`config.mk`:
```
export PLATFORM = sky130hd
export DESIGN_NAME = backlight_schedule_wake_controller_unit
export DESIGN_NICKNAME = d
export VERILOG_FILES = /design/src/hw/rtl/bswc_pkg.sv /design/src/hw/rtl/bswc_cfg_regs.sv /design/src/hw/rtl/bswc_period_find.sv /design/src/hw/rtl/bswc_engine.sv /design/src/hw/rtl/backlight_schedule_wake_controller_unit.sv
export SDC_FILE = /design/constraint.sdc
export NUM_CORES = 1
export LEC_CHECK = 0
export BUFFER_PORTS_ARGS = -buffer_cell sky130_fd_sc_hd__buf_2
export CORE_UTILIZATION = 55
export DETAILED_ROUTE_END_ITERATION = 10
export PLACE_DENSITY = 0.74
export SYNTH_ARGS = -nofsm -noshare
export SYNTH_HDL_FRONTEND = slang
export SYNTH_HIERARCHICAL = 1
export SYNTH_SLANG_ARGS = --single-unit
export TNS_END_PERCENT = 20
```
`constraint.sdc`:
```
create_clock -name aclk -period 10.25 [get_ports aclk]
set_clock_uncertainty 0.2 [all_clocks]
set_input_delay 1.025 -clock aclk [delete_from_list [all_inputs] [get_ports aclk]]
set_output_delay 1.025 -clock aclk [all_outputs]
set_load 0.02 [all_outputs]
```
`src/hw/rtl/bswc_pkg.sv`:
```
// Shared types, codes and constants of the backlight schedule and wake controller.
// No dependencies; every other file of the block refers to it by scoped names.
package bswc_pkg;

    localparam int unsigned SLOTS          = 6;
    localparam int unsigned SLOT_BITS      = 21;
    localparam int unsigned SLOTS_PER_WORD = 3;
    localparam int unsigned START_BITS     = 11;
    localparam int unsigned LEVEL_BITS     = 7;
    localparam int unsigned PERIOD_W       = 63;
    localparam int unsigned MAX_PERIODS_DEF = 6;
    localparam int unsigned GRACE_MS_DEF    = 500;

    localparam int unsigned S_DATA_W = 56;
    localparam int unsigned S_USER_W = 2;
    localparam int unsigned M_DATA_W = 24;
    localparam int unsigned CFG_IDX_W  = 3;
    localparam int unsigned CFG_DATA_W = 63;
    localparam int unsigned TIMEOUT_MS_W = 26;

    localparam logic [1:0] OP_UPDATE  = 2'd0;
    localparam logic [1:0] OP_TOUCH   = 2'd1;
    localparam logic [1:0] OP_RESTART = 2'd2;

    localparam logic [2:0] REG_SCHED_ENABLE   = 3'd0;
    localparam logic [2:0] REG_PERIOD_COUNT   = 3'd1;
    localparam logic [2:0] REG_WAKE_TIMEOUT_S = 3'd2;
    localparam logic [2:0] REG_TOUCH_LEVEL    = 3'd3;
    localparam logic [2:0] REG_MANUAL_LEVEL   = 3'd4;
    localparam logic [2:0] REG_PERIODS_LO     = 3'd5;
    localparam logic [2:0] REG_PERIODS_HI     = 3'd6;

    localparam logic [6:0] DIM_LIMIT      = 7'd5;
    localparam logic [6:0] UNSYNCED_LEVEL = 7'd50;
    localparam logic [6:0] RESET_LEVEL    = 7'd80;
    localparam logic [6:0] RESET_TOUCH    = 7'd100;
    localparam logic [7:0] NONE_APPLIED   = 8'd255;
    localparam logic [2:0] NO_PERIOD      = 3'd7;
    localparam logic [15:0] RESET_TIMEOUT_S = 16'd30;
    localparam logic [9:0]  MS_PER_S        = 10'd1000;

    typedef struct packed {
        logic                    enable;
        logic [2:0]              count;
        logic [TIMEOUT_MS_W-1:0] timeout_ms;
        logic [6:0]              touch_level;
        logic [6:0]              manual_level;
        logic [PERIOD_W-1:0]     periods_lo;
        logic [PERIOD_W-1:0]     periods_hi;
    } cfg_t;

    typedef struct packed {
        logic [1:0]  op;
        logic [31:0] now_ms;
        logic        time_synced;
        logic [4:0]  hour_now;
        logic [5:0]  minute_now;
        logic [6:0]  actual_level;
    } item_t;

    typedef struct packed {
        logic       is_awake;
        logic [6:0] target_level;
        logic       block_buttons;
        logic       handled;
        logic [6:0] apply_level;
        logic       apply_valid;
    } res_t;

endpackage

```
`src/hw/rtl/bswc_cfg_regs.sv`:
```
// Configuration register file with the wake timeout kept in milliseconds.
// Depends on bswc_pkg.
module bswc_cfg_regs #(
    parameter int unsigned MAX_PERIODS = bswc_pkg::MAX_PERIODS_DEF
) (
    input  logic                              aclk,
    input  logic                              aresetn,
    input  logic                              wr_en,
    input  logic [bswc_pkg::CFG_IDX_W-1:0]    wr_index,
    input  logic [bswc_pkg::CFG_DATA_W-1:0]   wr_data,
    output bswc_pkg::cfg_t                    cfg
);

    localparam logic [2:0] MAX_CNT = 3'(MAX_PERIODS);

    bswc_pkg::cfg_t cfg_reg;
    bswc_pkg::cfg_t cfg_next;

    always_comb begin
        cfg_next = cfg_reg;
        if (wr_en) begin
            unique case (wr_index)
                bswc_pkg::REG_SCHED_ENABLE:   cfg_next.enable = wr_data[0];
                bswc_pkg::REG_PERIOD_COUNT: begin
                    cfg_next.count = (wr_data[2:0] > MAX_CNT) ? MAX_CNT : wr_data[2:0];
                end
                bswc_pkg::REG_WAKE_TIMEOUT_S: begin
                    cfg_next.timeout_ms = bswc_pkg::TIMEOUT_MS_W'(wr_data[15:0])
                                        * bswc_pkg::TIMEOUT_MS_W'(bswc_pkg::MS_PER_S);
                end
                bswc_pkg::REG_TOUCH_LEVEL:    cfg_next.touch_level  = wr_data[6:0];
                bswc_pkg::REG_MANUAL_LEVEL:   cfg_next.manual_level = wr_data[6:0];
                bswc_pkg::REG_PERIODS_LO:     cfg_next.periods_lo   = wr_data;
                bswc_pkg::REG_PERIODS_HI:     cfg_next.periods_hi   = wr_data;
                default: ;
            endcase
        end
    end

    always_ff @(posedge aclk) begin
        if (!aresetn) begin
            cfg_reg.enable       <= 1'b0;
            cfg_reg.count        <= 3'd0;
            cfg_reg.timeout_ms   <= bswc_pkg::TIMEOUT_MS_W'(bswc_pkg::RESET_TIMEOUT_S)
                                  * bswc_pkg::TIMEOUT_MS_W'(bswc_pkg::MS_PER_S);
            cfg_reg.touch_level  <= bswc_pkg::RESET_TOUCH;
            cfg_reg.manual_level <= bswc_pkg::RESET_LEVEL;
            cfg_reg.periods_lo   <= '0;
            cfg_reg.periods_hi   <= '0;
        end else begin
            cfg_reg <= cfg_next;
        end
    end

    assign cfg = cfg_reg;

endmodule

```
`src/hw/rtl/bswc_period_find.sv`:
```
// Active period search: last sorted slot whose start minute is not after now.
// Depends on bswc_pkg.
module bswc_period_find #(
    parameter int unsigned MAX_PERIODS = bswc_pkg::MAX_PERIODS_DEF
) (
    input  logic [4:0]                       hour_now,
    input  logic [5:0]                       minute_now,
    input  logic [2:0]                       count,
    input  logic [bswc_pkg::PERIOD_W-1:0]    periods_lo,
    input  logic [bswc_pkg::PERIOD_W-1:0]    periods_hi,
    output logic [2:0]                       period_idx,
    output logic [6:0]                       period_level
);

    localparam int unsigned SB = bswc_pkg::SLOT_BITS;

    logic [2*bswc_pkg::PERIOD_W-1:0] all_slots;
    logic [SB-1:0] slot [bswc_pkg::SLOTS];
    logic [bswc_pkg::START_BITS-1:0] cur_min;
    logic [2:0] act;
    logic       stop;

    assign all_slots = {periods_hi, periods_lo};

    always_comb begin
        for (int i = 0; i < bswc_pkg::SLOTS; i++) begin
            slot[i] = all_slots[i*SB +: SB];
        end
    end

    assign cur_min = bswc_pkg::START_BITS'(hour_now) * bswc_pkg::START_BITS'(60)
                   + bswc_pkg::START_BITS'(minute_now);

    always_comb begin
        act  = count - 3'd1;
        stop = 1'b0;
        for (int i = 0; i < MAX_PERIODS; i++) begin
            if (!stop && (3'(i) < count)) begin
                if (slot[i][bswc_pkg::START_BITS-1:0] <= cur_min) begin
                    act = 3'(i);
                end else begin
                    stop = 1'b1;
                end
            end
        end
    end

    assign period_idx   = act;
    assign period_level = (act < 3'(bswc_pkg::SLOTS))
                        ? slot[act][bswc_pkg::START_BITS +: bswc_pkg::LEVEL_BITS] : 7'd0;

endmodule

```
`src/hw/rtl/bswc_engine.sv`:
```
// Controller state, per-event decision logic and the result register.
// Depends on bswc_pkg; takes the active period from bswc_period_find.
module bswc_engine #(
    parameter int unsigned GRACE_MS = bswc_pkg::GRACE_MS_DEF
) (
    input  logic            aclk,
    input  logic            aresetn,
    input  logic            fire,
    input  bswc_pkg::item_t item,
    input  bswc_pkg::cfg_t  cfg,
    input  logic [2:0]      period_idx,
    input  logic [6:0]      period_level,
    output bswc_pkg::res_t  res
);

    logic        awake_reg,  awake_next;
    logic [6:0]  sched_reg,  sched_next;
    logic [7:0]  last_reg,   last_next;
    logic [31:0] wake_reg,   wake_next;
    logic [31:0] grace_reg,  grace_next;
    logic [2:0]  active_reg, active_next;
    bswc_pkg::res_t res_reg, res_next;

    logic        n_nz;
    logic        timed_out;
    logic        dim;
    logic [31:0] elapsed;

    assign n_nz      = (cfg.count != 3'd0);
    assign elapsed   = item.now_ms - wake_reg;
    assign timed_out = (elapsed >= 32'(cfg.timeout_ms));
    assign dim       = (item.actual_level <= bswc_pkg::DIM_LIMIT);

    always_comb begin
        logic       aw;
        logic [7:0] la;
        logic [6:0] sl;
        logic [6:0] want;
        aw = awake_reg;
        la = last_reg;
        sl = sched_reg;
        want = '0;
        awake_next  = awake_reg;
        sched_next  = sched_reg;
        last_next   = last_reg;
        wake_next   = wake_reg;
        grace_next  = grace_reg;
        active_next = active_reg;
        res_next    = '0;

        unique case (item.op)
            bswc_pkg::OP_UPDATE: begin
                if (cfg.enable && n_nz) begin
                    if (!item.time_synced) begin
                        if (last_reg != 8'(bswc_pkg::UNSYNCED_LEVEL)) begin
                            res_next.apply_valid = 1'b1;
                            res_next.apply_level = bswc_pkg::UNSYNCED_LEVEL;
                            res_next.handled     = 1'b1;
                            last_next = 8'(bswc_pkg::UNSYNCED_LEVEL);
                        end
                    end else begin
                        if (awake_reg && timed_out) begin
                            aw = 1'b0;
                            la = bswc_pkg::NONE_APPLIED;
                        end
                        if (period_idx != active_reg) begin
                            active_next = period_idx;
                            sl = period_level;
                        end
                        want = aw ? cfg.touch_level : sl;
                        awake_next = aw;
                        sched_next = sl;
                        last_next  = la;
                        if (8'(want) != la) begin
                            res_next.apply_valid = 1'b1;
                            res_next.apply_level = want;
                            res_next.handled     = 1'b1;
                            last_next = 8'(want);
                        end
                    end
                end
            end
            bswc_pkg::OP_TOUCH: begin
                if (cfg.enable) begin
                    if (dim) begin
                        awake_next = 1'b1;
                        wake_next  = item.now_ms;
                        grace_next = item.now_ms + 32'(GRACE_MS);
                        last_next  = 8'(cfg.touch_level);
                        res_next.apply_valid = 1'b1;
                        res_next.apply_level = cfg.touch_level;
                        res_next.handled     = 1'b1;
                    end else if (awake_reg) begin
                        wake_next = item.now_ms;
                    end
                end
            end
            bswc_pkg::OP_RESTART: begin
                if (cfg.enable) begin
                    awake_next  = 1'b0;
                    active_next = bswc_pkg::NO_PERIOD;
                    last_next   = bswc_pkg::NONE_APPLIED;
                    if (item.time_synced && n_nz) begin
                        active_next = period_idx;
                        sched_next  = period_level;
                        last_next   = 8'(period_level);
                        res_next.apply_valid = 1'b1;
                        res_next.apply_level = period_level;
                    end else if (!item.time_synced) begin
                        last_next = 8'(bswc_pkg::UNSYNCED_LEVEL);
                        res_next.apply_valid = 1'b1;
                        res_next.apply_level = bswc_pkg::UNSYNCED_LEVEL;
                    end
                end
            end
            default: ;
        endcase

        if (!cfg.enable) begin
            res_next.target_level = cfg.manual_level;
        end else if (awake_next) begin
            res_next.target_level = cfg.touch_level;
        end else if (!item.time_synced) begin
            res_next.target_level = bswc_pkg::UNSYNCED_LEVEL;
        end else begin
            res_next.target_level = sched_next;
        end
        res_next.block_buttons = cfg.enable && ((item.now_ms < grace_next) || dim);
        res_next.is_awake      = awake_next;
    end

    always_ff @(posedge aclk) begin
        if (!aresetn) begin
            awake_reg  <= 1'b0;
            sched_reg  <= bswc_pkg::RESET_LEVEL;
            last_reg   <= bswc_pkg::NONE_APPLIED;
            wake_reg   <= '0;
            grace_reg  <= '0;
            active_reg <= bswc_pkg::NO_PERIOD;
        end else if (fire) begin
            awake_reg  <= awake_next;
            sched_reg  <= sched_next;
            last_reg   <= last_next;
            wake_reg   <= wake_next;
            grace_reg  <= grace_next;
            active_reg <= active_next;
        end
    end

    always_ff @(posedge aclk) begin
        if (fire) begin
            res_reg <= res_next;
        end
    end

    assign res = res_reg;

endmodule

```
`src/hw/rtl/backlight_schedule_wake_controller_unit.sv`:
```
// Top level of the backlight schedule and wake controller: stream ports, input register.
// Depends on bswc_pkg, bswc_cfg_regs, bswc_period_find and bswc_engine.
//
// Usage:
//   s_ channel: one event per transaction (tuser = operation: update tick, touch,
//   restart). m_ channel: exactly one result transaction per event, in order.
//   cfg channel: register writes, always ready; write only while no event is in flight.
// Path: an accepted event is held in the input register and its result in the result
//   register, which drives m_ and holds while m_ is stalled.
// Throughput: one event per cycle while m_ is not stalled; the period search, timeout
//   check and level decision are all combinational between input and result register.
// Reset: aresetn low clears both stages, loads configuration defaults (scheduling
//   off, no periods, 30 s timeout, touch level 100, manual level 80) and the
//   controller state (scheduled level 80, nothing applied, no active period).
// Stall: while m_tready is low the result register holds; one more event may sit
//   in the input register, after which s_tready drops until m_ drains.
module backlight_schedule_wake_controller_unit #(
    parameter int unsigned MAX_PERIODS = bswc_pkg::MAX_PERIODS_DEF,
    parameter int unsigned GRACE_MS    = bswc_pkg::GRACE_MS_DEF
) (
    input  logic                               aclk,
    input  logic                               aresetn,
    input  logic                               s_tvalid,
    output logic                               s_tready,
    // now_ms[31:0], time_synced[32], hour_now[37:33], minute_now[43:38],
    // actual_level[50:44], zero fill[55:51]
    input  logic [bswc_pkg::S_DATA_W-1:0]      s_tdata,
    // operation[1:0]
    input  logic [bswc_pkg::S_USER_W-1:0]      s_tuser,
    output logic                               m_tvalid,
    input  logic                               m_tready,
    // apply_valid[0], apply_level[7:1], handled[8], block_buttons[9],
    // target_level[16:10], is_awake[17], zero fill[23:18]
    output logic [bswc_pkg::M_DATA_W-1:0]      m_tdata,
    input  logic                               cfg_valid,
    output logic                               cfg_ready,
    input  logic [bswc_pkg::CFG_IDX_W-1:0]     cfg_index,
    input  logic [bswc_pkg::CFG_DATA_W-1:0]    cfg_data
);

    logic            in_valid_reg;
    bswc_pkg::item_t item_reg;
    logic            out_valid_reg;
    logic            advance;
    logic            fire;
    bswc_pkg::cfg_t  cfg;
    bswc_pkg::res_t  res;
    logic [2:0]      period_idx;
    logic [6:0]      period_level;

    assign advance   = !out_valid_reg || m_tready;
    assign fire      = in_valid_reg && advance;
    assign s_tready  = !in_valid_reg || advance;
    assign cfg_ready = 1'b1;

    always_ff @(posedge aclk) begin
        if (!aresetn) begin
            in_valid_reg  <= 1'b0;
            out_valid_reg <= 1'b0;
        end else begin
            if (s_tready) begin
                in_valid_reg <= s_tvalid;
            end
            if (advance) begin
                out_valid_reg <= in_valid_reg;
            end
        end
    end

    always_ff @(posedge aclk) begin
        if (s_tvalid && s_tready) begin
            item_reg.op           <= s_tuser[1:0];
            item_reg.now_ms       <= s_tdata[31:0];
            item_reg.time_synced  <= s_tdata[32];
            item_reg.hour_now     <= s_tdata[37:33];
            item_reg.minute_now   <= s_tdata[43:38];
            item_reg.actual_level <= s_tdata[50:44];
        end
    end

    bswc_cfg_regs #(
        .MAX_PERIODS(MAX_PERIODS)
    ) u_cfg (
        .aclk    (aclk),
        .aresetn (aresetn),
        .wr_en   (cfg_valid && cfg_ready),
        .wr_index(cfg_index),
        .wr_data (cfg_data),
        .cfg     (cfg)
    );

    bswc_period_find #(
        .MAX_PERIODS(MAX_PERIODS)
    ) u_find (
        .hour_now    (item_reg.hour_now),
        .minute_now  (item_reg.minute_now),
        .count       (cfg.count),
        .periods_lo  (cfg.periods_lo),
        .periods_hi  (cfg.periods_hi),
        .period_idx  (period_idx),
        .period_level(period_level)
    );

    bswc_engine #(
        .GRACE_MS(GRACE_MS)
    ) u_engine (
        .aclk        (aclk),
        .aresetn     (aresetn),
        .fire        (fire),
        .item        (item_reg),
        .cfg         (cfg),
        .period_idx  (period_idx),
        .period_level(period_level),
        .res         (res)
    );

    assign m_tvalid = out_valid_reg;
    assign m_tdata  = {6'd0, res.is_awake, res.target_level, res.block_buttons,
                       res.handled, res.apply_level, res.apply_valid};

endmodule

```
==> results by group, run 1 <==
Layout
  – Most common cell after layout, fill and taps aside: nand2_1
  – Design area: 0.0242 mm^2
  – Most frequent cells in the layout: nand2_1 (452), a21oi_1 (253), dfxtp_1 (234)
  – Number of flip-flops under the largest register name: 149
  – Final nets: 3071
  – Final core utilization: 62.1%
  – Area Growth Syn to Fin: 10.4%
  – Share of layout cells above drive strength 1: 11.5%
  – Fill count: 3375

Critical path
  – Setup crit end kind: register
  – Max FO, Critical Path: 22
  – Worst path required time: 10.31 ns
  – Startpoint Class: register
  – Kind of critical path: reg -> reg
  – Worst Path Arrival: 9.45 ns
  – Max incr delay on CP: 0.66 ns
  – CP max-delay cell: o311ai_1

Power and ir drop
  – Pwr Density: 174 mW/mm^2
  – Cell Int Power: 2.69 mW
  – Peak supply drop: 0.000201 V
  – Switching Share: 36.3%
  – Pleak: 9.68 nW
  – Sw Pwr: 1.53 mW
  – Combinational share of power: 37.4%
  – Sequential share of power: 31.0%
  – Clock share of power: 31.6%
  – Overall power: 4.22 mW

Routing
  – Antenna Nets Post-Route: 0
  – # DRC: 0
  – Final wirelength: 59.1 mm
  – DR pass1 iterations: 6
  – Routed vias/inst: 5.89
  – Number of DRC markers in iteration 0: 1304
  – Wire per inst: 18.4 um
  – DR vias: 18.9k

Floorplan
  – Row count: 72
  – Die extent in x: 202 um
  – Starting density of the core: 56.2%
  – Die Span Y: 202 um
  – # IOs: 156
  – Area of the die: 0.0407 mm^2
  – CORE AREA: 0.0390 mm^2

Clock network
  – Post-cts hold buffer count: 0
  – CTS Buffer Depth: 3
  – Root Buffer: clkbuf_16
  – Cts bufs inserted: 38
  – H-tree levels: 2
  – Clock slew at reported path FFs: 0.06 ns
  – CTS tree: yes
  – CTS Sinks: 304
  – Skew-Pair Late Insertion Delay: 0.56 ns

Timing
  – Max-slew headroom: 19.0%
  – RSZ-0062 raised after global routing: false
  – Final hold violations: 0
  – Final min period: 9.39 ns
  – Tcrit/Tclk final: 91.6%
  – Max-slew violations: 0
  – Worst-Margin Slew: 1.22 ns
  – F_max: 106 MHz
  – Fin Setup TNS: 0 ns
  – Final setup fails: 0

Place
  – Post-DP HPWL: 43.7 mm
  – IO Port Bufs: 133
  – Cell Area, Placed: 0.0230 mm^2
  – Final GP Congestion: 0.966

Global route
  – Global route overflow: 0
  – First-pass GRT wire length: 95.3 mm
  – Tot GR Track Use: 29.0%
  – Largest net degree at the start of global routing: 89
  – Initial antenna violation count: 3
  – Vias in the first global route: 18.9k

Logic synthesis
  – Synth Cell Area: 0.0219 mm^2
  – Post-Synthesis Cells: 2583
  – Post-synthesis area per instance: 8.49 um^2
  – Ys Warns: 6

Worst hold path
  – Worst hold path class: reg -> reg

Outcome
  – Outcome: finished clean

Flow run
  – Maxcap violations: 0
[worst paths after layout]
| path | from | end | slack, ns | depth (start not counted) |
|---|---|---|---|---|
| setup / recovery | item_reg[13] | u_engine/res[5] | 0.86 | 30 |
| hold / removal | u_cfg/cfg[84] | u_cfg/cfg[84] | 0.25 | 2 |
| setup reg to reg | item_reg[13] | u_engine/res[5] | 0.86 | 30 |
| hold reg to reg | u_cfg/cfg[84] | u_cfg/cfg[84] | 0.25 | 2 |
[worst max-delay path, delay by kind of cell (launching register included)]
| family | cells | cell delay, ns |
|---|---|---|
| fa+ha+maj | 5 | 2.13 |
| mux | 1 | 0.30 |
| compound gates | 16 | 4.79 |
| flops | 1 | 0.45 |
| xor+xnor | 1 | 0.07 |
| simple gates | 4 | 0.87 |
| buf+inv | 3 | 0.29 |
[power groups by stage]
| stage | Clock, mW | Sequential, mW | Combinational [mW] |
|---|---|---|---|
| 3_5_place_dp | 0 | 1.33 | 1.55 |
| 2_1_floorplan | 0 | 1.32 | 1.18 |
| 4_1_cts | 1.36 | 1.31 | 1.56 |
| 5_1_grt | 1.40 | 1.31 | 1.76 |
| 3_3_place_gp | 0 | 1.33 | 1.51 |
| 6_report | 1.33 | 1.31 | 1.58 |
[timing repair]
| item | CTS | global route |
|---|---|---|
| setup endpoints to repair | 0 | 9 |
| endpoints found under the hold margin | 0 | 0 |
| gates resized for setup | 0 | 6 |
| setup buffers | 0 | 0 |
[through the flow]
stage               hold slack (ns)  worst slack, ns  instances
finish                        0.253            0.859       3207
global placement              0.239            0.872       3139
CTS                           0.255            0.524       3205
global route                  0.267            0.115       3206
floorplan                     0.232             2.16       2590
detailed placement            0.247            0.551       3139
[layout make-up]
class	instances	area [um^2]	area share [%]
Clock buffer	47	1030	4.24
Inverter	214	805	3.32
Multi-Input combinational cell	1948	13900	57.4
Clock inverter	19	204	0.842
Antenna cell	2	5.00	0.0207
Timing Repair Buffer	155	831	3.43
Tap cell	518	648	2.68
Sequential cell	304	6790	28.0
[per-layer routing]
layer | vias up | track usage (%) | wire length (um)
li1 | 9192 | - | -
met4 | 2 | 15.9 | 3160
met3 | 179 | 3.76 | 3030
met2 | 571 | 51.5 | 29100
met1 | 8947 | 33.6 | 23800
met5 | - | 0 | 11
Note: power is estimated with default switching activity, not from simulation.
==> run 2, diff against run 1 <==
--- a/config.mk
+++ b/config.mk
@@ -9,6 +9,7 @@
 export CORE_UTILIZATION = 55
 export DETAILED_ROUTE_END_ITERATION = 10
 export PLACE_DENSITY = 0.74
+export RECOVER_POWER = 50
 export SYNTH_ARGS = -nofsm -noshare
 export SYNTH_HDL_FRONTEND = slang
 export SYNTH_HIERARCHICAL = 1
==> run 2 against run 1 <==
- the run now ends with capacitance limit, slew limit left
- clock power hardly changed
- final cell count unchanged
- largest power group unchanged
- critical path type unchanged
- design area decreased by 0.26%
- critical path depth unchanged
- sequential power hardly changed
- core utilization shrank 0.16 points
- power about the same
- combinational power about the same
- register-to-register slack improved by 0.02 ns
- global-route usage stayed put
==> results by group, run 2 (synthesis gave the netlist of run 1 again) <==
Timing
  – Final setup fails: 0 (unchanged)
  – F_max: 107 MHz (+0.19%)
  – Final hold violations: 0 (unchanged)
  – Final min period: 9.37 ns (-0.0174 ns)
  – Tcrit/Tclk final: 91.5% (-0.17 points)
  – Max-slew headroom: -158% (-180 points)
  – Max-slew violations: 275 (+275)
  – Worst-Margin Slew: 3.86 ns (+2.65 ns)
  – RSZ-0062 raised after global routing: false
  – Fin Setup TNS: 0 ns (unchanged)

Global route
  – Vias in the first global route: 18.9k (unchanged)
  – Global route overflow: 0 (unchanged)
  – Largest net degree at the start of global routing: 89 (unchanged)
  – Tot GR Track Use: 29.0% (unchanged)
  – Initial antenna violation count: 3 (unchanged)
  – First-pass GRT wire length: 95.3 mm (unchanged)

Layout
  – Fill count: 3389 (+0.41%)
  – Most common cell after layout, fill and taps aside: nand2_1
  – Final nets: 3071 (unchanged)
  – Most frequent cells in the layout: nand2_1 (452), a21oi_1 (253), dfxtp_1 (234)
  – Share of layout cells above drive strength 1: 10.3% (-1.3 points)
  – Area of the multi-input gates: 0.0139 mm^2 (-0.11%)
  – Number of flip-flops under the largest register name: 149 (unchanged)
  – Design area: 0.0242 mm^2 (-0.26%)
  – Area Growth Syn to Fin: 10.1%
  – Register Area: 0.00679 mm^2 (unchanged)
  – Final Non-Filler Cells: 3207 (unchanged)

Power and ir drop
  – Combinational share of power: 37.4% (about the same)
  – Pwr Density: 175 mW/mm^2 (+0.30%)
  – Peak supply drop: 0.000202 V (+0.40%)
  – Sequential share of power: 31.0% (about the same)
  – Pleak: 9.57 nW (-1.1%)
  – Sw Pwr: 1.53 mW (about the same)
  – Cell Int Power: 2.69 mW (about the same)
  – Clock share of power: 31.6% (about the same)
  – Switching Share: 36.3% (about the same)

Clock network
  – H-tree levels: 2 (unchanged)
  – CTS tree: yes
  – CTS Sinks: 304 (unchanged)
  – Skew-Pair Late Insertion Delay: 0.57 ns (about the same)
  – CTS Buffer Depth: 3 (unchanged)
  – Root Buffer: clkbuf_16
  – Post-cts hold buffer count: 0 (unchanged)
  – Clock slew at reported path FFs: 0.05 ns (about the same)
  – Cts bufs inserted: 38 (unchanged)

Floorplan
  – # IOs: 156 (unchanged)
  – Die extent in x: 202 um (unchanged)
  – Starting density of the core: 56.2% (unchanged)
  – Area of the die: 0.0407 mm^2 (unchanged)
  – Die Span Y: 202 um (unchanged)
  – Row count: 72 (unchanged)
  – CORE AREA: 0.0390 mm^2 (unchanged)

Critical path
  – Worst Path Arrival: 9.44 ns (about the same)
  – Critical path buffer and inverter count: 3 (unchanged)
  – Largest delay share family, worst path: compound AO/OA/AOI/OAI gates
  – CP max-delay cell: o311ai_1
  – Worst path required time: 10.32 ns (about the same)
  – Max incr delay on CP: 0.66 ns (about the same)
  – FF-to-FF setup slack: 0.88 ns (+0.02 ns)
  – Setup crit end kind: register
  – Startpoint Class: register
  – Kind of critical path: reg -> reg
  – Max FO, Critical Path: 22 (unchanged)

Routing
  – Final wirelength: 59.0 mm (-0.13%)
  – DR vias: 18.8k (-0.26%)
  – # DRC: 0 (unchanged)
  – DR pass1 iterations: 5 (-1)
  – Number of DRC markers in iteration 0: 1262 (-3.2%)
  – Routed vias/inst: 5.87 (-0.26%)
  – Wire per inst: 18.4 um (-0.13%)
  – Antenna Nets Post-Route: 0 (unchanged)

Place
  – # placed instances: 3139 (unchanged)
  – Cell Area, Placed: 0.0230 mm^2 (unchanged)
  – Final GP Congestion: 0.966 (unchanged)
  – Post-DP HPWL: 43.7 mm (unchanged)
  – IO Port Bufs: 133 (unchanged)

Outcome
  – Outcome: complete, but fails checks
  – Failing checks: capacitance limit, slew limit

Worst hold path
  – Worst hold path class: reg -> reg

Flow run
  – Maxcap violations: 4 (+4)
[run 2: changes by cell type in the layout (fill, tap and decap cells not counted), sizes merged]
cell / delta
clkinv: -1
clkbuf: +32
buf: -32
clkinvlp: +1
[run 2: tightest hold or removal path: stages (launching register included)]
cell	delay (ns)
dfxtp_1	0.30
nand2_1	0.05
a21oi_1	0.05
[run 2: timing repair]
| action | CTS | global route |
|---|---|---|
| resized for setup | 0 | 6 |
| setup buffers | 0 | 0 |
| endpoints found under the setup margin | 0 | 9 |
[run 2: path summary, 6_finish.rpt]
kind | to | cells after the start | start
worst max-delay path | u_engine/res[6] | 30 | item_reg[13]
worst min-delay path | u_cfg/cfg[84] | 2 | u_cfg/cfg[84]
worst max register to register | u_engine/res[6] | 30 | item_reg[13]
worst min register to register | u_cfg/cfg[84] | 2 | u_cfg/cfg[84]
[run 2: cell type report]
cell class	count	area share [%]
inverter	214	3.33
timing repair buffer	155	3.24
multi-input combinational	1948	57.5
sequential	304	28.1
antenna	2	0.0207
clock buffer	47	4.25
tap	518	2.68
clock inverter	19	0.844
[run 2: through the flow]
stage	power (mW)	setup WS [ns]	util (%)	hold WS, ns
after floorplan	2.50	2.16	-	0.232
final	4.22	0.876	61.9	0.253
after global routing	4.48	0.115	61.9	0.267
after global placement	2.84	0.872	58.9	0.239
after detailed placement	2.88	0.551	58.9	0.247
after CTS	4.23	0.524	62.0	0.255
[run 2: per-layer routing]
layer	global-route usage, %	up-vias	share of wire [%]
li1	-	9190	-
met1	33.6	8925	41
met2	51.5	555	49
met3	3.76	169	4.7
met4	15.9	2	5.3
met5	0	-	0.019
[run 2: power groups by stage]
stage | clock network, mW | logic [mW] | registers (mW)
2_1_floorplan | 0 | 1.18 | 1.32
3_3_place_gp | 0 | 1.51 | 1.33
3_5_place_dp | 0 | 1.55 | 1.33
4_1_cts | 1.36 | 1.56 | 1.31
5_1_grt | 1.40 | 1.76 | 1.31
6_report | 1.33 | 1.58 | 1.31
==> run 3, diff against run 2 <==
--- a/config.mk
+++ b/config.mk
@@ -5,10 +5,11 @@
 export SDC_FILE = /design/constraint.sdc
 export NUM_CORES = 1
 export LEC_CHECK = 0
-export BUFFER_PORTS_ARGS = -buffer_cell sky130_fd_sc_hd__buf_2
+export ABC_AREA = 1
 export CORE_UTILIZATION = 55
 export DETAILED_ROUTE_END_ITERATION = 10
-export PLACE_DENSITY = 0.74
+export DONT_BUFFER_PORTS = 1
+export PLACE_DENSITY = 0.7
 export RECOVER_POWER = 50
 export SYNTH_ARGS = -nofsm -noshare
 export SYNTH_HDL_FRONTEND = slang
==> run 3 against run 2 <==
- the run still ends with capacitance limit, slew limit left
- synthesized area rose by 0.68%
- flip-flop and latch count did not move
- critical path depth rose by 2
- critical path type unchanged
- highest routed layer unchanged
==> results by group, run 3 <==
Global route
  – Global route overflow: 0 (unchanged)
  – Tot GR Track Use: 27.9% (-1.0 points)
  – First-pass GRT wire length: 92.5 mm (-3.0%)
  – Vias in the first global route: 18.6k (-1.5%)
  – Initial antenna violation count: 1 (-2)
  – Largest net degree at the start of global routing: 205 (+130%)

Timing
  – Max-slew headroom: -140% (+18 points)
  – Fin Setup TNS: 0 ns (unchanged)
  – Hold Worst Slack: 0.254 ns (+0.000667 ns)
  – Final min period: 8.24 ns (-1.13 ns)
  – RSZ-0062 raised after global routing: false
  – Final hold violations: 0 (unchanged)
  – F_max: 121 MHz (+14%)
  – Final WS setup: 2.01 ns (+1.13 ns)
  – Tcrit/Tclk final: 80.4% (-11 points)
  – Max-slew violations: 288 (+4.7%)
  – Final setup fails: 0 (unchanged)
  – Worst-Margin Slew: 3.60 ns (-0.266 ns)

Place
  – # placed instances: 3432 (+9.3%)
  – Post-Place Setup Slack: 2.16 ns (+1.61 ns)
  – Post-DP HPWL: 42.4 mm (-3.0%)
  – IO Port Bufs: 0 (-100%)
  – Final GP Congestion: 0.902 (-6.6%)
  – Cell Area, Placed: 0.0223 mm^2 (-2.9%)

Outcome
  – Failing checks: capacitance limit, slew limit
  – Outcome: complete, but fails checks

Critical path
  – Kind of critical path: reg -> reg
  – CP max-delay cell: xor2_1
  – Worst Path Arrival: 8.31 ns (-1.13 ns)
  – Top cell by count, worst path: nand2_1
  – Worst path required time: 10.32 ns (about the same)
  – Max FO, Critical Path: 30 (+36%)
  – Startpoint Class: register
  – Max incr delay on CP: 0.69 ns (+0.03 ns)
  – Reg2reg path depth: 32 (+6.7%)
  – Setup crit end kind: register
  – FF-to-FF setup slack: 2.01 ns (+1.13 ns)

Routing
  – DRT met1 WL: 23.9 mm (-0.71%)
  – Top Layer Used: met5
  – DR pass1 iterations: 6 (+1)
  – WL met3: 3.33 mm (+21%)
  – Number of DRC markers in iteration 0: 1103 (-13%)
  – Wire length on met2: 27.2 mm (-6.3%)
  – Final wirelength: 56.8 mm (-3.8%)
  – DR vias: 19.1k (+1.2%)
  – Routed vias/inst: 5.45 (-7.2%)
  – Wire per inst: 16.2 um (-12%)
  – Antenna Nets Post-Route: 0 (unchanged)
  – # DRC: 0 (unchanged)

Floorplan
  – Starting density of the core: 55.7% (-0.52 points)
  – # IOs: 156 (unchanged)
  – Die Span Y: 202 um (+0.34%)
  – Row count: 73 (+1.4%)
  – CORE AREA: 0.0396 mm^2 (+1.6%)
  – Area of the die: 0.0410 mm^2 (+0.68%)
  – Die extent in x: 202 um (+0.34%)

Clock network
  – Skew-Pair Late Insertion Delay: 0.58 ns (about the same)
  – H-tree levels: 2 (unchanged)
  – Root Buffer: clkbuf_16
  – Post-CTS Resized: 0 (unchanged)
  – CTS Buffer Depth: 3 (unchanged)
  – Post-CTS Setup Inserts: 0 (unchanged)
  – Cts bufs inserted: 35 (-7.9%)
  – CTS tree: yes
  – Clock slew at reported path FFs: 0.06 ns (about the same)
  – Post-cts hold buffer count: 0 (unchanged)
  – CTS Sinks: 304 (unchanged)

Layout
  – Final core utilization: 59.4% (-2.5 points)
  – Fill count: 3655 (+7.8%)
  – Most frequent cells in the layout: nand2_1 (575), inv_1 (430), nor2_1 (309)
  – Area Growth Syn to Fin: 6.56%
  – Final Non-Filler Cells: 3496 (+9.0%)
  – Share of layout cells above drive strength 1: 6.29% (-4.0 points)
  – Design area: 0.0235 mm^2 (-2.5%)
  – Number of flip-flops under the largest register name: 149 (unchanged)
  – Total inserted antenna cells: 0 (-2)
  – Most common cell after layout, fill and taps aside: nand2_1
  – Final nets: 3354 (+9.2%)

Power and ir drop
  – Overall power: 4.26 mW (+1.0%)
  – Pleak: 11.1 nW (+16%)
  – Clock share of power: 32.2% (+0.6 points)
  – Pwr Density: 181 mW/mm^2 (+3.7%)
  – Switching Share: 37.4% (+1.1 points)
  – Cell Int Power: 2.67 mW (-0.74%)
  – Combinational share of power: 36.7% (-0.7 points)
  – Peak supply drop: 0.000133 V (-34%)
  – Sw Pwr: 1.59 mW (+4.1%)
  – Sequential share of power: 31.1% (about the same)

Flow run
  – Maxcap violations: 5 (+1)

Worst hold path
  – Worst hold path class: reg -> reg
  – Hold path depth: 2 (unchanged)

Logic synthesis
  – Post-synthesis area per instance: 7.38 um^2 (-13%)
  – Post-Synthesis Cells: 2994 (+16%)
  – Synth Cell Area: 0.0221 mm^2 (+0.68%)
  – Ys Warns: 6 (unchanged)
## run 3: final timing paths
kind | start | endpoint
hold / removal | u_engine/wake_reg[17] | u_engine/wake_reg[17]
setup / recovery | item_reg[13] | u_engine/res[0]
setup reg to reg | item_reg[13] | u_engine/res[0]
hold reg to reg | u_engine/wake_reg[17] | u_engine/wake_reg[17]
## run 3: area by class of cell
cell class / count / area, um^2 / area share (%)
clock buffers: 49 / 1070 / 4.54
inverters: 456 / 1710 / 7.27
well taps: 525 / 657 / 2.79
repair buffers: 6 / 30.0 / 0.128
flip-flops and latches: 304 / 6790 / 28.8
clock inverters: 15 / 216 / 0.920
multi-input cells: 2141 / 13100 / 55.5
## run 3: critical path: cells and delay by family, from the launching register on
family,cells,cell delay [ns]
adder cells (fa/ha/maj),5,2.26
AO/OA/AOI/OAI,5,1.30
flip-flops,1,0.46
XOR/XNOR,2,1.00
AND/OR/NAND/NOR,18,2.63
buffers and inverters,2,0.12
## run 3: per-layer routing
layer  vias to the layer above  GRT usage [%]
met5                         -              0
met4                         2           12.2
met3                       136           5.68
met2                       467           48.7
met1                      8826           33.0
li1                       9636              -
## run 3: power groups by stage
stage	Sequential (mW)	Clock, mW	Combinational (mW)
finish	1.33	1.37	1.56
global route	1.33	1.44	1.80
CTS	1.33	1.40	1.56
detailed placement	1.35	0	1.55
global placement	1.35	0	1.52
floorplan	1.33	0	1.23
